### src/design/itrd_pkg.sv
// ----------------------------------------------------------------------------
// itrd_pkg
// Shared types, constants and helpers for the integer to radix digit core.
// ----------------------------------------------------------------------------
package itrd_pkg;

  localparam int unsigned VALUE_BITS = 31;
  localparam int unsigned RADIX_W    = 5;
  localparam int unsigned CHAR_W     = 7;
  localparam int unsigned QUO_W      = 4;
  localparam int unsigned QSEL_W     = 2;
  localparam int unsigned PROD_W     = VALUE_BITS + RADIX_W;
  localparam int unsigned CNT_W      = $clog2(VALUE_BITS + 1);
  localparam int unsigned QDEPTH     = 2;
  localparam int unsigned QPTR_W     = $clog2(QDEPTH);
  localparam int unsigned QCNT_W     = $clog2(QDEPTH + 1);

  localparam logic [RADIX_W-1:0] RADIX_RESET = RADIX_W'(10);
  localparam logic [RADIX_W-1:0] RADIX_MIN   = RADIX_W'(2);
  localparam logic [RADIX_W-1:0] RADIX_MAX   = RADIX_W'(16);
  localparam logic [CHAR_W-1:0]  ASCII_ZERO  = CHAR_W'(48);
  localparam logic [CHAR_W-1:0]  ASCII_UPPER_A = CHAR_W'(65);
  localparam logic [QUO_W-1:0]   DECIMAL_DIGITS = QUO_W'(10);

  typedef struct packed {
    logic [VALUE_BITS-1:0] value;
    logic [RADIX_W-1:0]    radix;
    logic [QSEL_W-1:0]     qtop;   // top quotient bit position per digit
  } item_t;

  typedef struct packed {
    logic valid;
    logic full;
  } queue_stat_t;

  function automatic logic [RADIX_W-1:0] clamp_radix(input logic [RADIX_W-1:0] r);
    logic [RADIX_W-1:0] v;
    v = r;
    if (r < RADIX_MIN) begin
      v = RADIX_MIN;
    end else if (r > RADIX_MAX) begin
      v = RADIX_MAX;
    end
    return v;
  endfunction

  function automatic logic [QSEL_W-1:0] quo_top(input logic [RADIX_W-1:0] r);
    logic [QSEL_W-1:0] t;
    if (r <= RADIX_W'(2)) begin
      t = QSEL_W'(0);
    end else if (r <= RADIX_W'(4)) begin
      t = QSEL_W'(1);
    end else if (r <= RADIX_W'(8)) begin
      t = QSEL_W'(2);
    end else begin
      t = QSEL_W'(3);
    end
    return t;
  endfunction

  function automatic logic [CHAR_W-1:0] to_ascii(input logic [QUO_W-1:0] d);
    logic [CHAR_W-1:0] c;
    if (d < DECIMAL_DIGITS) begin
      c = ASCII_ZERO + CHAR_W'(d);
    end else begin
      c = ASCII_UPPER_A + CHAR_W'(d - DECIMAL_DIGITS);
    end
    return c;
  endfunction

endpackage

### src/design/itrd_front.sv
// ----------------------------------------------------------------------------
// itrd_front
// Holds the radix register, takes start commands and classifies each value.
// ----------------------------------------------------------------------------
module itrd_front (
  input  logic                               clk_i,
  input  logic                               rst_ni,
  input  logic                               cfg_valid_i,
  output logic                               cfg_ready_o,
  input  logic [itrd_pkg::RADIX_W-1:0]       cfg_data_i,
  input  logic                               start_i,
  input  logic [itrd_pkg::VALUE_BITS-1:0]    value_i,
  input  itrd_pkg::queue_stat_t              qstat_i,
  output logic                               busy_o,
  output logic                               push_o,
  output itrd_pkg::item_t                    item_o
);

  logic [itrd_pkg::RADIX_W-1:0] radix_q, radix_d;

  assign cfg_ready_o = 1'b1;

  always_comb begin
    radix_d = radix_q;
    if (cfg_valid_i) begin
      radix_d = itrd_pkg::clamp_radix(cfg_data_i);
    end
  end

  always_ff @(posedge clk_i or negedge rst_ni) begin
    if (!rst_ni) begin
      radix_q <= itrd_pkg::RADIX_RESET;
    end else begin
      radix_q <= radix_d;
    end
  end

  assign busy_o = qstat_i.full;
  assign push_o = start_i & ~qstat_i.full;

  always_comb begin
    item_o.value = value_i;
    item_o.radix = radix_q;
    item_o.qtop  = itrd_pkg::quo_top(radix_q);
  end

endmodule

### src/design/itrd_queue.sv
// ----------------------------------------------------------------------------
// itrd_queue
// Two-entry queue between the command front and the digit engine.
// ----------------------------------------------------------------------------
module itrd_queue (
  input  logic                  clk_i,
  input  logic                  rst_ni,
  input  logic                  push_i,
  input  itrd_pkg::item_t       item_i,
  input  logic                  pop_i,
  output itrd_pkg::item_t       item_o,
  output itrd_pkg::queue_stat_t stat_o
);

  itrd_pkg::item_t                  mem_q [itrd_pkg::QDEPTH];
  logic [itrd_pkg::QPTR_W-1:0]      wr_ptr_q, wr_ptr_d;
  logic [itrd_pkg::QPTR_W-1:0]      rd_ptr_q, rd_ptr_d;
  logic [itrd_pkg::QCNT_W-1:0]      cnt_q, cnt_d;

  always_comb begin
    wr_ptr_d = wr_ptr_q;
    rd_ptr_d = rd_ptr_q;
    cnt_d    = cnt_q;
    if (push_i) begin
      wr_ptr_d = (wr_ptr_q == itrd_pkg::QPTR_W'(itrd_pkg::QDEPTH - 1)) ?
                 '0 : wr_ptr_q + itrd_pkg::QPTR_W'(1);
    end
    if (pop_i) begin
      rd_ptr_d = (rd_ptr_q == itrd_pkg::QPTR_W'(itrd_pkg::QDEPTH - 1)) ?
                 '0 : rd_ptr_q + itrd_pkg::QPTR_W'(1);
    end
    if (push_i && !pop_i) begin
      cnt_d = cnt_q + itrd_pkg::QCNT_W'(1);
    end else if (pop_i && !push_i) begin
      cnt_d = cnt_q - itrd_pkg::QCNT_W'(1);
    end
  end

  always_ff @(posedge clk_i or negedge rst_ni) begin
    if (!rst_ni) begin
      wr_ptr_q <= '0;
      rd_ptr_q <= '0;
      cnt_q    <= '0;
    end else begin
      wr_ptr_q <= wr_ptr_d;
      rd_ptr_q <= rd_ptr_d;
      cnt_q    <= cnt_d;
    end
  end

  always_ff @(posedge clk_i) begin
    if (push_i) begin
      mem_q[wr_ptr_q] <= item_i;
    end
  end

  assign item_o       = mem_q[rd_ptr_q];
  assign stat_o.valid = (cnt_q != '0);
  assign stat_o.full  = (cnt_q == itrd_pkg::QCNT_W'(itrd_pkg::QDEPTH));

endmodule

### src/design/itrd_engine.sv
// ----------------------------------------------------------------------------
// itrd_engine
// Finds the top radix power, then produces digits by restoring division
// against that power while scaling the remainder by the radix.
// ----------------------------------------------------------------------------
module itrd_engine (
  input  logic                              clk_i,
  input  logic                              rst_ni,
  input  itrd_pkg::queue_stat_t             qstat_i,
  input  itrd_pkg::item_t                   item_i,
  output logic                              pop_o,
  output logic                              digit_valid_o,
  output logic [itrd_pkg::CHAR_W-1:0]       digit_char_o,
  output logic                              last_digit_o
);

  localparam logic [1:0] S_IDLE   = 2'd0;
  localparam logic [1:0] S_SEARCH = 2'd1;
  localparam logic [1:0] S_DIV    = 2'd2;
  localparam logic [1:0] S_SCALE  = 2'd3;

  logic [1:0]                        state_q, state_d;
  logic [itrd_pkg::VALUE_BITS-1:0]   value_q, value_d;
  logic [itrd_pkg::RADIX_W-1:0]      radix_q, radix_d;
  logic [itrd_pkg::QSEL_W-1:0]       qtop_q, qtop_d;
  logic [itrd_pkg::VALUE_BITS-1:0]   pow_q, pow_d;
  logic [itrd_pkg::PROD_W-1:0]       next_q, next_d;
  logic [itrd_pkg::PROD_W-1:0]       rem_q, rem_d;
  logic [itrd_pkg::QSEL_W-1:0]       k_q, k_d;
  logic [itrd_pkg::QUO_W-1:0]        quo_q, quo_d;
  logic [itrd_pkg::CNT_W-1:0]        cnt_q, cnt_d;
  logic                              ovalid_q, ovalid_d;
  logic [itrd_pkg::CHAR_W-1:0]       ochar_q, ochar_d;
  logic                              olast_q, olast_d;

  logic [itrd_pkg::PROD_W-1:0]       mul_a;
  logic [itrd_pkg::PROD_W-1:0]       mul_res;
  logic [itrd_pkg::PROD_W-1:0]       sub;

  // one shared multiplier: power search or remainder scaling
  assign mul_a   = (state_q == S_SCALE) ? rem_q : next_q;
  assign mul_res = itrd_pkg::PROD_W'(mul_a * radix_q);
  assign sub     = itrd_pkg::PROD_W'(pow_q) << k_q;

  always_comb begin
    state_d  = state_q;
    value_d  = value_q;
    radix_d  = radix_q;
    qtop_d   = qtop_q;
    pow_d    = pow_q;
    next_d   = next_q;
    rem_d    = rem_q;
    k_d      = k_q;
    quo_d    = quo_q;
    cnt_d    = cnt_q;
    ovalid_d = 1'b0;
    ochar_d  = ochar_q;
    olast_d  = olast_q;
    pop_o    = 1'b0;
    unique case (state_q)
      S_IDLE: begin
        if (qstat_i.valid) begin
          pop_o   = 1'b1;
          value_d = item_i.value;
          radix_d = item_i.radix;
          qtop_d  = item_i.qtop;
          pow_d   = itrd_pkg::VALUE_BITS'(1);
          next_d  = itrd_pkg::PROD_W'(item_i.radix);
          cnt_d   = itrd_pkg::CNT_W'(1);
          state_d = S_SEARCH;
        end
      end
      S_SEARCH: begin
        if (next_q <= itrd_pkg::PROD_W'(value_q)) begin
          pow_d  = next_q[itrd_pkg::VALUE_BITS-1:0];
          next_d = mul_res;
          cnt_d  = cnt_q + itrd_pkg::CNT_W'(1);
        end else begin
          rem_d   = itrd_pkg::PROD_W'(value_q);
          k_d     = qtop_q;
          quo_d   = '0;
          state_d = S_DIV;
        end
      end
      S_DIV: begin
        if (rem_q >= sub) begin
          rem_d = rem_q - sub;
          quo_d = quo_q | (itrd_pkg::QUO_W'(1) << k_q);
        end
        if (k_q == '0) begin
          ovalid_d = 1'b1;
          ochar_d  = itrd_pkg::to_ascii(quo_d);
          olast_d  = (cnt_q == itrd_pkg::CNT_W'(1));
          cnt_d    = cnt_q - itrd_pkg::CNT_W'(1);
          state_d  = (cnt_q == itrd_pkg::CNT_W'(1)) ? S_IDLE : S_SCALE;
        end else begin
          k_d = k_q - itrd_pkg::QSEL_W'(1);
        end
      end
      S_SCALE: begin
        rem_d   = mul_res;
        k_d     = qtop_q;
        quo_d   = '0;
        state_d = S_DIV;
      end
      default: begin
        state_d = S_IDLE;
      end
    endcase
  end

  always_ff @(posedge clk_i or negedge rst_ni) begin
    if (!rst_ni) begin
      state_q  <= S_IDLE;
      cnt_q    <= '0;
      ovalid_q <= 1'b0;
    end else begin
      state_q  <= state_d;
      cnt_q    <= cnt_d;
      ovalid_q <= ovalid_d;
    end
  end

  always_ff @(posedge clk_i) begin
    value_q <= value_d;
    radix_q <= radix_d;
    qtop_q  <= qtop_d;
    pow_q   <= pow_d;
    next_q  <= next_d;
    rem_q   <= rem_d;
    k_q     <= k_d;
    quo_q   <= quo_d;
    ochar_q <= ochar_d;
    olast_q <= olast_d;
  end

  assign digit_valid_o = ovalid_q;
  assign digit_char_o  = ochar_q;
  assign last_digit_o  = olast_q;

endmodule

### src/design/integer_to_radix_digits_core.sv
// ----------------------------------------------------------------------------
// integer_to_radix_digits_core
// Converts a non-negative integer into uppercase ASCII digits of a radix
// from 2 to 16, most significant digit first, marking the last digit.
// ----------------------------------------------------------------------------
// A value is taken on a clock edge with start_i high and busy_o low and waits
// in a two-entry queue; busy_o rises only when that queue is full. Each digit
// appears on digit_char_o for one cycle with digit_valid_o high and must be
// taken then, as the core has no way to hold it. For each value the digit
// engine takes the value from the queue, searches for the top power with the
// engine's one multiplier, then gives each digit b compare-and-subtract steps,
// where b is 1 for radix 2, 2 for radix 3 to 4, 3 for radix 5 to 8 and 4 for
// radix 9 to 16, and every digit but the last one remainder scaling step
// through the same multiplier. The engine takes no new value until the last
// digit of the current one is produced. Digits of one value never come out on
// consecutive cycles. Radix writes are always ready and clamp into 2 to 16;
// they take effect for values accepted later.
module integer_to_radix_digits_core (
  input  logic                              clk_i,
  input  logic                              rst_ni,
  input  logic                              cfg_valid_i,
  output logic                              cfg_ready_o,
  input  logic [itrd_pkg::RADIX_W-1:0]      cfg_data_i,
  input  logic                              start_i,
  output logic                              busy_o,
  input  logic [itrd_pkg::VALUE_BITS-1:0]   value_i,
  output logic                              digit_valid_o,
  output logic [itrd_pkg::CHAR_W-1:0]       digit_char_o,
  output logic                              last_digit_o
);

  itrd_pkg::queue_stat_t qstat;
  itrd_pkg::item_t       front_item;
  itrd_pkg::item_t       head_item;
  logic                  push;
  logic                  pop;

  itrd_front u_front (
    .clk_i       (clk_i),
    .rst_ni      (rst_ni),
    .cfg_valid_i (cfg_valid_i),
    .cfg_ready_o (cfg_ready_o),
    .cfg_data_i  (cfg_data_i),
    .start_i     (start_i),
    .value_i     (value_i),
    .qstat_i     (qstat),
    .busy_o      (busy_o),
    .push_o      (push),
    .item_o      (front_item)
  );

  itrd_queue u_queue (
    .clk_i  (clk_i),
    .rst_ni (rst_ni),
    .push_i (push),
    .item_i (front_item),
    .pop_i  (pop),
    .item_o (head_item),
    .stat_o (qstat)
  );

  itrd_engine u_engine (
    .clk_i         (clk_i),
    .rst_ni        (rst_ni),
    .qstat_i       (qstat),
    .item_i        (head_item),
    .pop_o         (pop),
    .digit_valid_o (digit_valid_o),
    .digit_char_o  (digit_char_o),
    .last_digit_o  (last_digit_o)
  );

  // digits never come out on consecutive cycles
  a_digit_gap: assert property (@(posedge clk_i) disable iff (!rst_ni)
    digit_valid_o |=> !digit_valid_o)
    else $error("digit strobe on consecutive cycles");

  // only hex digit characters are produced
  a_digit_char: assert property (@(posedge clk_i) disable iff (!rst_ni)
    digit_valid_o |-> ((digit_char_o >= itrd_pkg::CHAR_W'(48) &&
                        digit_char_o <= itrd_pkg::CHAR_W'(57)) ||
                       (digit_char_o >= itrd_pkg::CHAR_W'(65) &&
                        digit_char_o <= itrd_pkg::CHAR_W'(70))))
    else $error("digit character out of range");

  // radix held by the front stays clamped
  a_radix_range: assert property (@(posedge clk_i) disable iff (!rst_ni)
    (front_item.radix >= itrd_pkg::RADIX_MIN) &&
    (front_item.radix <= itrd_pkg::RADIX_MAX))
    else $error("radix register outside clamp range");

  // a transfer into the queue leaves it non-empty on the next cycle
  a_queue_fill: assert property (@(posedge clk_i) disable iff (!rst_ni)
    (push && !pop) |=> qstat.valid)
    else $error("queue empty after push");

endmodule

### config.mk
export PLATFORM = sky130hd
export DESIGN_NAME = integer_to_radix_digits_core
export DESIGN_NICKNAME = d
export VERILOG_FILES = /design/src/design/itrd_pkg.sv /design/src/design/itrd_front.sv /design/src/design/itrd_queue.sv /design/src/design/itrd_engine.sv /design/src/design/integer_to_radix_digits_core.sv
export SDC_FILE = /design/constraint.sdc
export NUM_CORES = 1
export LEC_CHECK = 0
export ABC_AREA = 1
export BUFFER_PORTS_ARGS = -buffer_cell sky130_fd_sc_hd__clkbuf_2
export CAP_MARGIN = 40
export CORE_UTILIZATION = 40
export CTS_CLUSTER_SIZE = 25
export DETAILED_ROUTE_END_ITERATION = 16
export HOLD_SLACK_MARGIN = 0.08
export PLACE_DENSITY = 0.64
export SYNTH_ARGS = -nofsm -noshare
export SYNTH_HDL_FRONTEND = slang
export SYNTH_SLANG_ARGS = --single-unit
### constraint.sdc
create_clock -name clk_i -period 5 [get_ports clk_i]
set_clock_uncertainty 0.1 [all_clocks]
set_input_delay 0.5 -clock clk_i [delete_from_list [all_inputs] [get_ports clk_i]]
set_output_delay 0.5 -clock clk_i [all_outputs]
set_load 0.05 [all_outputs]
==> results.toml, run 1 <==
[job]
drv_cap = 0

[drt]
drt-total-wl_mm = 66.33
drt_iter0_drc = 1325
vias = 18060
firstDrtPassIters = 5
route.detailed.wl_per_inst_um = 18.90
ant_nets = 0
viasPerCell = 5.144
drcViolationCount = 0

[floorplan]
num_rows = 81
initial_core_util_pct = 40.75
die_w_um = 226.0
dieHeight_um = 226.0
dieArea_um2 = 51080
core_um2 = 49250
io_pins = 51

[layout]
post-route-util_pct = 52.12
synthToLayoutAreaGrowth_pct = 27.90
antenna_cells = 0
fin_nets = 3082
layout-drive-gt1-share_pct = 24.42
layoutNonFillerInstCount = 3510

[global_routing]
use_met2_pct = 43.52
use_met1_pct = 33.52
antenna_found_initial = 0
grtUsageMet3_pct = 2.693
grt_usage_pct = 25.72
grt_max_degree = 68
grt_pass1_vias = 17800
overflow = 0
grt_busiest_layer = "met2"
grt_first_pass_wirelength_mm = 100.1

[clocking]
clk_path_buf_depth = 3
clkSinkCount = 248
clock_latency_ns = 0.57
clock-root-buffer = "clkbuf_16"
cts_tree = "yes"
clk_pin_slew_ns = 0.06
cts.htree.levels = 1
cts_buffers = 27

[sta]
fmax_ghz = 0.1994
worst_pin_slew_ns = 0.8908
slew_headroom_pct = 40.55
setup_violations = 1
worst_slack_ns = -0.01476
hold_viol = 0
rsz0062_at_grt = "true"
setup-tns-final_ns = -0.01476
drv_slew = 0
post-route-min-period_ns = 5.015
finalCritPeriodShare_pct = 100.3

[logic_synthesis]
synth-seq-cells = 248
synth_nets = 2803
synthesis.area_um2 = 20070
seq_area_frac_synth_pct = 36.69
synth_flop_cell = "edfxtp_1"
yosysUniqueCellTypes = 64
syn_area_per_cell_um2 = 7.884
synth_edf_count = 231
async_reset_ff_share_pct = 6.855
netlist_instances = 2546
yosysWarnings = 0

[placed_design]
port_buffers = 49
dp.cells = 3396
post-dp-hpwl_mm = 51.92
place_congestion = 0.9824

[setup_path]
endpoint_kind = "register"
start_kind = "register"
critPathArrivalTime_ns = 5.22
required_ns = 5.21
critPathMaxFanout = 7
reg2reg_slack_ns = -0.01
worstSetupPathType = "register to register"

[outcome]
outcome = "finished with violations"
violations = "negative setup slack"

[worst_hold_path]
hold_path_class = "input port to register"
-- worst max-delay path, stage by stage (launching register included) --
cell      delay (ns)
dfrtp_2         0.45
ha_4            0.24
buf_12          0.17
buf_12          0.14
o21ai_4         0.14
inv_2           0.08
nor2_2          0.13
fa_1            0.45
fa_1            0.52
inv_1           0.05
fa_1            0.52
inv_2           0.05
ha_4            0.28
nand2_2         0.06
buf_4           0.14
nor2_4          0.12
inv_2           0.07
nor2_4          0.14
inv_2           0.05
o211ai_1        0.49
nand2_1         0.17
nand3_2         0.11
nand3_2         0.07
-- synthesized netlist by cell type, types with 4 or more instances --
master      n  area share [%]
or2_2       5            0.16
clkbuf_1   54             1.0
nor2_1    301             5.6
xnor2_1     6            0.26
buf_1      12            0.22
nand3_1    96             2.4
ha_1      121             7.5
o211ai_1    4            0.15
o21ai_2     8            0.35
o21ai_0   146             3.6
fa_1       96             9.6
o21ai_1     5            0.12
nor3_1     16            0.40
inv_2      12            0.22
nand2_2    18            0.56
nand4_1    19            0.59
nor2_2      4            0.12
o21bai_1   12            0.45
nor4_1      7            0.22
inv_1     429             8.0
xor2_1     20            0.87
a21o_1     18            0.67
or2_1       5            0.16
nand2_4     4            0.22
a21oi_1   106             2.6
nand2_1   668              12
o31ai_1     6            0.22
nand3_2     7            0.35
a31oi_1    20            0.62
dfrtp_1    15             1.9
a21oi_2    12            0.52
edfxtp_1  231              35
nand3b_1   13            0.49
-- what timing repair did --
| item | CTS | global route |
|---|---|---|
| hold endpoints to repair | 81 | 0 |
| hold buffers | 37 | 0 |
| endpoints found under the setup margin | 58 | 55 |
| setup buffers | 5 | 22 |
| resized for setup | 141 | 287 |
| cloned | 1 | 3 |
| pin swaps | 28 | 150 |
-- final cells by class --
cell class | count | area [um^2]
Clock inverter | 16 | 143.9
Fill cell | 4556 | 23580
Sequential cell | 248 | 7367
Clock buffer | 34 | 701.9
Inverter | 443 | 1699
Multi-Input combinational cell | 1783 | 12240
Timing Repair Buffer | 322 | 2685
Tap cell | 664 | 830.8
-- registers in the layout, indices dropped and copies added, names as in the netlist, 7 cells and up --
register	cells
u_queue.mem_q	76
u_engine.next_q	36
u_engine.rem_q	36
u_engine.pow_q	31
u_engine.value_q	31
u_engine.digit_char_o	7
-- through the flow --
step / hold slack (ns) / cell area, um^2 / setup slack (ns)
6_report: 0.1377 / 25670 / -0.01476
5_1_grt: 0.1547 / 25670 / -0.1149
4_1_cts: 0.1143 / 24350 / -0.001811
3_5_place_dp: 0.3969 / 22600 / -0.7002
3_3_place_gp: 0.3916 / 22490 / -0.6673
2_1_floorplan: 0.1044 / 20070 / 0.003050
-- path summary, 6_finish.rpt --
path | startpoint | cells after the start | to
setup / recovery | u_engine.state_q[0] | 22 | u_engine.rem_q[28]
hold / removal | cfg_data_i[4] | 4 | u_front.radix_q[1]
setup reg to reg | u_engine.state_q[0] | 22 | u_engine.rem_q[28]
hold reg to reg | u_queue.mem_q[0][12] | 2 | u_engine.value_q[5]
max in group asynchronous | rst_ni | 2 | u_engine.state_q[0]
min in group asynchronous | rst_ni | 2 | u_engine.digit_valid_o
-- layout by cell type (no fill, tap or decap), types with 32 or more instances in the layout --
master / netlist / layout
nand2_2: 18 / 51
nor2_2: 4 / 51
edfxtp_1: 231 / 231
nor2_1: 301 / 226
o21ai_0: 146 / 110
clkbuf_2: 0 / 49
nand3_1: 96 / 89
nand2_1: 668 / 624
buf_4: 1 / 205
inv_2: 12 / 50
a21oi_1: 106 / 83
ha_4: 0 / 32
inv_1: 429 / 380
ha_1: 121 / 89
dlygate4sd3_1: 0 / 37
fa_1: 96 / 88
-- routing by layer --
metal | wire (um) | share of wire [%] | up-vias
met5 | 0 | 0 | -
met4 | 3002 | 4.5 | 0
met3 | 3777 | 5.7 | 132
met2 | 31690 | 48 | 577
met1 | 27860 | 42 | 8637
li1 | - | - | 8710
-- cells by family (layout without fill, tap and decap cells) --
| group | count (synthesis) | count (layout) | share of synthesized area [%] |
|---|---|---|---|
| AO/OA/AOI/OAI | 357 | 357 | 10.37 |
| other | 1 | 1 | 0.01868 |
| AND/OR/NAND/NOR | 1175 | 1175 | 24.45 |
| buffers and inverters | 515 | 815 | 9.743 |
| adder cells (fa/ha/maj) | 217 | 217 | 17.12 |
| XOR/XNOR | 30 | 30 | 1.459 |
| flip-flops | 248 | 248 | 36.69 |
| multiplexers | 3 | 3 | 0.1496 |
Power of run 1 is not shown: default switching activity piles up to over one toggle a cycle in this logic, so the estimate is an artifact.
==> run 2: changes to the inputs <==
Settings changed: CORE_UTILIZATION 40 to 58, PLACE_DENSITY 0.64 to 0.85.
==> run 2 against run 1 <==
  * The flow still finishes with violations (negative setup slack)
  * Maximum frequency shrank 0.55%
  * Setup slack lost 0.028 ns
  * Design area shrank 0.28%
  * Routed wire length grew 4.4%
  * Critical path depth shrank 2
  * Register-to-register slack lost 0.03 ns
  * First-iteration DRC count grew 70%
  * Sequential share of layout area grew 0.080 points
  * Cell count shrank 6.5%
  * Count of clock-buffer cells in the layout shrank 5
  * Worst hold slack lost 0.0081 ns
  * Sequential cell count is the same
  * Critical endpoint is now u_engine.rem_q[24]
  * Highest routed layer unchanged
==> results.toml, run 2 (same netlist as run 1, synthesis figures left out) <==
[setup_path]
slowest_stage = "fa_1"
crit_path_frequent_cell = "fa_1"
r2r_start = "u_engine.state_q[0]"
worstSetupPathType = "register to register"
critPathMaxStageDelay_ns = 0.57
path_cells = "ha_4, buf_12, buf_8, mux2i_4, buf_6, nor2_2, fa_1, fa_1, inv_1, fa_1, inv_1, ha_4, nand2_4, nor3_4, nand4_1, nand3_4, a21o_1, nand2_2, nand3_2, nand3_2"
endpoint_kind = "register"
critPathLaunch = "u_engine.state_q[0]"
cpLargestDelayFamily = "adder cells"
path_buf_inv = 5
required_ns = 5.18
critPathMaxFanout = 5
critPathArrivalTime_ns = 5.23
start_kind = "register"

[clocking]
cts_tree = "yes"
cts.htree.levels = 1
clk_pin_slew_ns = 0.07
clock_latency_ns = 0.58
clk_path_buf_depth = 3
clkSinkCount = 248
clock-root-buffer = "clkbuf_16"
cts_buffers = 26

[outcome]
outcome = "finished with violations"
violations = "negative setup slack"

[global_routing]
grt_usage_pct = 36.36
antenna_found_initial = 0
overflow = 0
grt_first_pass_wirelength_mm = 99.23
grt_pass1_vias = 18410
grt_max_degree = 68

[worst_hold_path]
hp-start = "cfg_data_i[3]"
hold_path_class = "input port to register"

[floorplan]
initial_core_util_pct = 59.41
dieHeight_um = 188.0
num_rows = 67
io_pins = 51
dieArea_um2 = 35360
core_um2 = 33780
die_w_um = 188.0

[layout]
top_register = "u_queue.mem_q"
largest_reg_flops = 76
final_cell_mix = "nand2_1 (617), inv_1 (380), edfxtp_1 (231)"
layout-drive-gt1-share_pct = 25.48
post-route-util_pct = 75.78
reg_top3 = "u_queue.mem_q (76), u_engine.next_q (36), u_engine.rem_q (36)"
fin_nets = 3072
synthToLayoutAreaGrowth_pct = 27.54
mostFrequentLayoutCell = "nand2_1"

[drt]
ant_nets = 0
drcViolationCount = 0
route.detailed.wl_per_inst_um = 21.10
viasPerCell = 5.855
vias = 19220
drt-total-wl_mm = 69.26
drt_iter0_drc = 2258
firstDrtPassIters = 7

[sta]
fmax_ghz = 0.1983
worst_pin_slew_ns = 0.8906
setup-tns-final_ns = -0.1097
rsz0062_at_grt = "true"
worst_slack_ns = -0.04272
setup_violations = 5
slew_headroom_pct = 40.62
drv_slew = 0
post-route-min-period_ns = 5.043
hold_viol = 0
whs_ns = 0.1296
finalCritPeriodShare_pct = 100.9

[job]
drv_cap = 0

[placed_design]
post-dp-hpwl_mm = 48.17
port_buffers = 49
place_congestion = 0.9529
run 2: cell count changes in the layout (fill, tap and decap cells not counted), sizes merged:
cell,before,now
clkinv,14,12
buf,233,226
diode,0,1
clkbuf,86,82
clkinvlp,2,3
dlygate4sd3,37,34
inv,441,442
bufinv,2,4
run 2: per-layer routing:
| layer | track usage, % | part of all wire (%) |
|---|---|---|
| met1 | 46.98 | 37 |
| met5 | 0 | 0 |
| met3 | 4.922 | 9.1 |
| met4 | 21.45 | 7.3 |
| met2 | 58.57 | 46 |
run 2: worst register-to-register path, stage by stage (launching register included):
cell     delay [ns]
dfrtp_2        0.46
ha_4           0.22
buf_12         0.16
buf_8          0.13
mux2i_4        0.18
buf_6          0.15
nor2_2         0.13
fa_1           0.46
fa_1           0.51
inv_1          0.06
fa_1           0.57
inv_1          0.08
ha_4           0.31
nand2_4        0.09
nor3_4         0.26
nand4_1        0.27
nand3_4        0.21
a21o_1         0.21
nand2_2        0.08
nand3_2        0.07
nand3_2        0.07
run 2: repair_timing:
item | 4_1_cts | 5_1_grt
endpoints found under the hold margin | 78 | 0
resized for setup | 138 | 333
gates cloned | 0 | 4
hold buffers | 34 | 0
setup buffers | 8 | 31
setup endpoints to repair | 52 | 57
pin swaps | 39 | 154
run 2: area by class of cell:
type | count | area, um^2
antenna | 1 | 2.502
tap | 448 | 560.5
fill | 2216 | 8184
timing repair buffer | 313 | 2624
sequential | 248 | 7367
multi-input combinational | 1783 | 12460
clock buffer | 29 | 661.9
inverter | 443 | 1690
clock inverter | 18 | 235.2
run 2: worst paths after layout:
kind                                   endpoint  slack [ns]  depth (start not counted)
setup / recovery             u_engine.rem_q[24]       -0.04                         20
hold / removal               u_front.radix_q[3]        0.13                          2
setup reg to reg             u_engine.rem_q[24]       -0.04                         20
hold reg to reg            u_engine.value_q[26]        0.42                          2
max in group asynchronous   u_engine.state_q[1]        4.07                          2
min in group asynchronous     u_engine.cnt_q[0]        0.35                          2
run 2: metrics by stage:
step	std cells	area, um^2	worst slack [ns]
6_report	3283	25600	-0.04272
5_1_grt	3282	25600	-0.1346
4_1_cts	3250	24050	-0.02321
3_5_place_dp	3161	22230	-0.3852
3_3_place_gp	3156	22110	-0.3117
2_1_floorplan	2546	20070	0.003050
Power of run 2 is left out for the same reason.
